`src/gdfw_ram.sv`:
```
// Generic single-write, single-read memory with a registered read port.
module gdfw_ram #(
    parameter int WIDTH = 8,
    parameter int DEPTH = 64
) (
    input  logic                     clk,
    input  logic                     we,
    input  logic [$clog2(DEPTH)-1:0] waddr,
    input  logic [WIDTH-1:0]         wdata,
    input  logic [$clog2(DEPTH)-1:0] raddr,
    output logic [WIDTH-1:0]         rdata
);

    logic [WIDTH-1:0] mem [DEPTH];
    logic [WIDTH-1:0] rdata_reg;

    always_ff @(posedge clk)
    begin
        if (we)
        begin
            mem[waddr] <= wdata;
        end
        rdata_reg <= mem[raddr];
    end

    assign rdata = rdata_reg;

endmodule

```
`config.mk`:
```
export PLATFORM = sky130hd
export DESIGN_NAME = gdfw_ram
export DESIGN_NICKNAME = d
export VERILOG_FILES = /design/src/gdfw_ram.sv
export SDC_FILE = /design/constraint.sdc
export NUM_CORES = 1
export LEC_CHECK = 0
export BUFFER_PORTS_ARGS = -buffer_cell sky130_fd_sc_hd__buf_2
export CORE_MARGIN = 8
export CORE_UTILIZATION = 60
export CTS_CLUSTER_SIZE = 12
export DETAILED_ROUTE_END_ITERATION = 10
export PLACE_DENSITY = 0.83
export SLEW_MARGIN = 20
export SYNTH_ARGS = -nofsm -noshare
export SYNTH_HDL_FRONTEND = slang
export SYNTH_SLANG_ARGS = --single-unit
```
`constraint.sdc`:
```
create_clock -name clk -period 2.5 [get_ports clk]
set_input_delay 0.25 -clock clk [delete_from_list [all_inputs] [get_ports clk]]
set_output_delay 0.25 -clock clk [all_outputs]
set_load 0.03 [all_outputs]
```
==> results.cfg <==
[sta]
setup_tns_ns = 0
final-setup-viol-count = 0
fin_worst_skew_ns = 0.0209
min_period_over_period_pct = 88.1
final-max-slew-violation-count = 0
relSlewSlack_pct = 32.8
period_minus_slack_ns = 2.20
final_hold_viol_count = 0
fmax_mhz = 454
setup_ws_ns = 0.298
tightest_slew_ns = 1.01
rsz0062_at_grt = false

[cts]
cts_sinks = 520
cts_inserted_buffers = 51
clk_latency_ns = 0.56
root_buffer = clkbuf_16
post_cts_resized = 0
clk_pin_slew_ns = 0.06
clockBufferDepth = 3
tritoncts = yes
cts_hold_buf = 0
cts_setup_buffers = 0
cts.htree.levels = 2

[detailed_routing]
drc = 0
first_pass_iters = 5
wl_mm = 46.3
drt_first_iter_violations = 1397
ant_nets = 0
routed_via_density = 6.62
wl_per_cell_microns = 29.4
vias = 10400

[yosys]
synth_edf_count = 512
syn-cell-area_sq_um = 20200
synth_top_cell_by_area = edfxtp_1
synth_cell_type_count = 40
async_reset_ff_share_pct = 0
syn_nets = 962
seq_area_frac_synth_pct = 77.0
syn_inst = 940
synth.top_cell.area_share_pct = 76.2
synth_seq_cells = 520
yosys_warnings = 0
avgSynthCellArea_sq_um = 21.5
synth_ff_type = edfxtp_1
yosys-top-cells-area = edfxtp_1 (76%), mux4_2 (14%), nor2_1 (1.5%)

[global_routing]
grt_overflow = 0
grt_use_total_pct = 24.0
grt_pass1_wl_mm = 69.4
antenna_found_initial = 1
grt_pass1_vias = 10600
grt_max_degree = 65

[setup_path]
rr_endpoint = rdata[4]
crit_path_start_kind = register
cp.required_ns = 2.92
crit_arrival_ns = 2.62
crit_chain = mux4_2 -> mux2_2 -> o221a_2 -> nor3_1 -> o32ai_1
critical-path-top-delay-family = multiplexers
crit_path_end_kind = register
r2r_setup_slack_ns = 0.30
r2r_start = mem[16][4]
worstPathMaxFanout = 1
r2r_cells = 5
crit_type = reg2reg
slowest_stage = nor3_1
crit_buf_inv = 0
cpPeakStageDelay_ns = 0.48

[placement]
place.gp.congestion = 0.866
place_hpwl_mm = 27.9
place_inst = 1484
port_buffers = 29
pre_cts_slack_ns = -0.0576

[final_layout]
drive_above_1_share_pct = 31.0
largest_register_ffs = 512
syn2layout_area_growth_pct = 14.5
fill_cells = 1881
final_cell_mix = edfxtp_1 (512), mux4_2 (126), buf_4 (111), nor2_1 (83), clkbuf_16 (52)
fin_nets = 1111
mostFrequentLayoutCell = edfxtp_1
layout.cells.non_filler = 1576

[floorplanning]
die_width_microns = 199
fp.dieArea_sq_um = 39700
ios = 30
die_h_microns = 199
initial_core_util_pct = 60.6
core.rowCount = 67
coreArea_sq_um = 33300

[flow_run]
drv_cap = 0

[power]
total_power_w = 0.0177
power_density_nw_per_um2 = 767
power.leakage_nw = 7.46
ir_worst_vdd_mv = 0.540

[hold_path]
holdPathStages = 1
holdCritStartpoint = wdata[5]
hp-class = in2reg
hold_end = mem[36][5]

[outcome]
status = completed
## per-stage QoR
stage               hold slack (ns)  cell area, sq um  utilization (%)
floorplan                     0.349             20200                -
global placement              0.672             21600             64.8
detailed placement            0.677             21600             64.8
CTS                           0.105             23100             69.4
global route                  0.129             23100             69.4
finish                        0.129             23100             69.4
## kinds of logic after synthesis
kind of cell / synth area share [%]
AOI/OAI and AO/OA: 2.07
buffers and inverters: 1.57
DFF: 77.0
muxes: 15.9
and+or+nand+nor: 3.39
## power by group
group	switching, W	total, W	internal [W]
Combinational	0.000596	0.000979	0.000383
Sequential	0.0000352	0.00969	0.00965
Clock	0.00304	0.00706	0.00402
## synth_stat cells, types with 3 or more instances
| master | count |
|---|---|
| edfxtp_1 | 512 |
| mux4_2 | 126 |
| nor2_1 | 83 |
| mux2i_1 | 23 |
| nand2_1 | 19 |
| clkbuf_1 | 17 |
| nor2b_1 | 14 |
| buf_4 | 13 |
| mux2_2 | 13 |
| nand3_1 | 13 |
| buf_2 | 11 |
| dfxtp_1 | 8 |
| o221ai_1 | 8 |
| o22ai_1 | 8 |
| nand2b_1 | 7 |
| nor3_1 | 7 |
| a221oi_1 | 6 |
| a211oi_1 | 4 |
| buf_1 | 4 |
| buf_6 | 4 |
| a21oi_1 | 3 |
| a22oi_1 | 3 |
| nand3b_1 | 3 |
| o2111ai_1 | 3 |
| o2bb2ai_1 | 3 |
## layout make-up
type / instances / area [sq um] / share of cell area (%)
antenna: 1 / 2.50 / 0.0108
clock inverter: 6 / 41.3 / 0.179
clock buffer: 85 / 1490 / 6.43
tap: 448 / 561 / 2.43
sequential: 520 / 15500 / 67.3
timing repair buffer: 147 / 1160 / 5.01
multi-input combinational: 369 / 4320 / 18.7
## per-layer routing
metal  track usage, %  share of wire [%]  vias to the layer above
li1                 -                  -                     4227
met1             32.4                 37                     5357
met2             39.1                 49                      716
met3             4.06                 10                      133
met4             9.26                4.0                        0
met5                0                  0                        -
## how the worst max path moves through the flow
stage	start	to	slack [ns]	depth (start not counted)
detailed placement	raddr[0]	rdata[2]	-0.06	8
global route	mem[28][6]	rdata[6]	0.32	5
finish	mem[16][4]	rdata[4]	0.30	5
global placement	raddr[0]	rdata[7]	-0.04	6
CTS	mem[16][4]	rdata[4]	0.36	5
floorplan	raddr[1]	rdata[3]	0.58	7
Power figures use the tool's default switching activity.
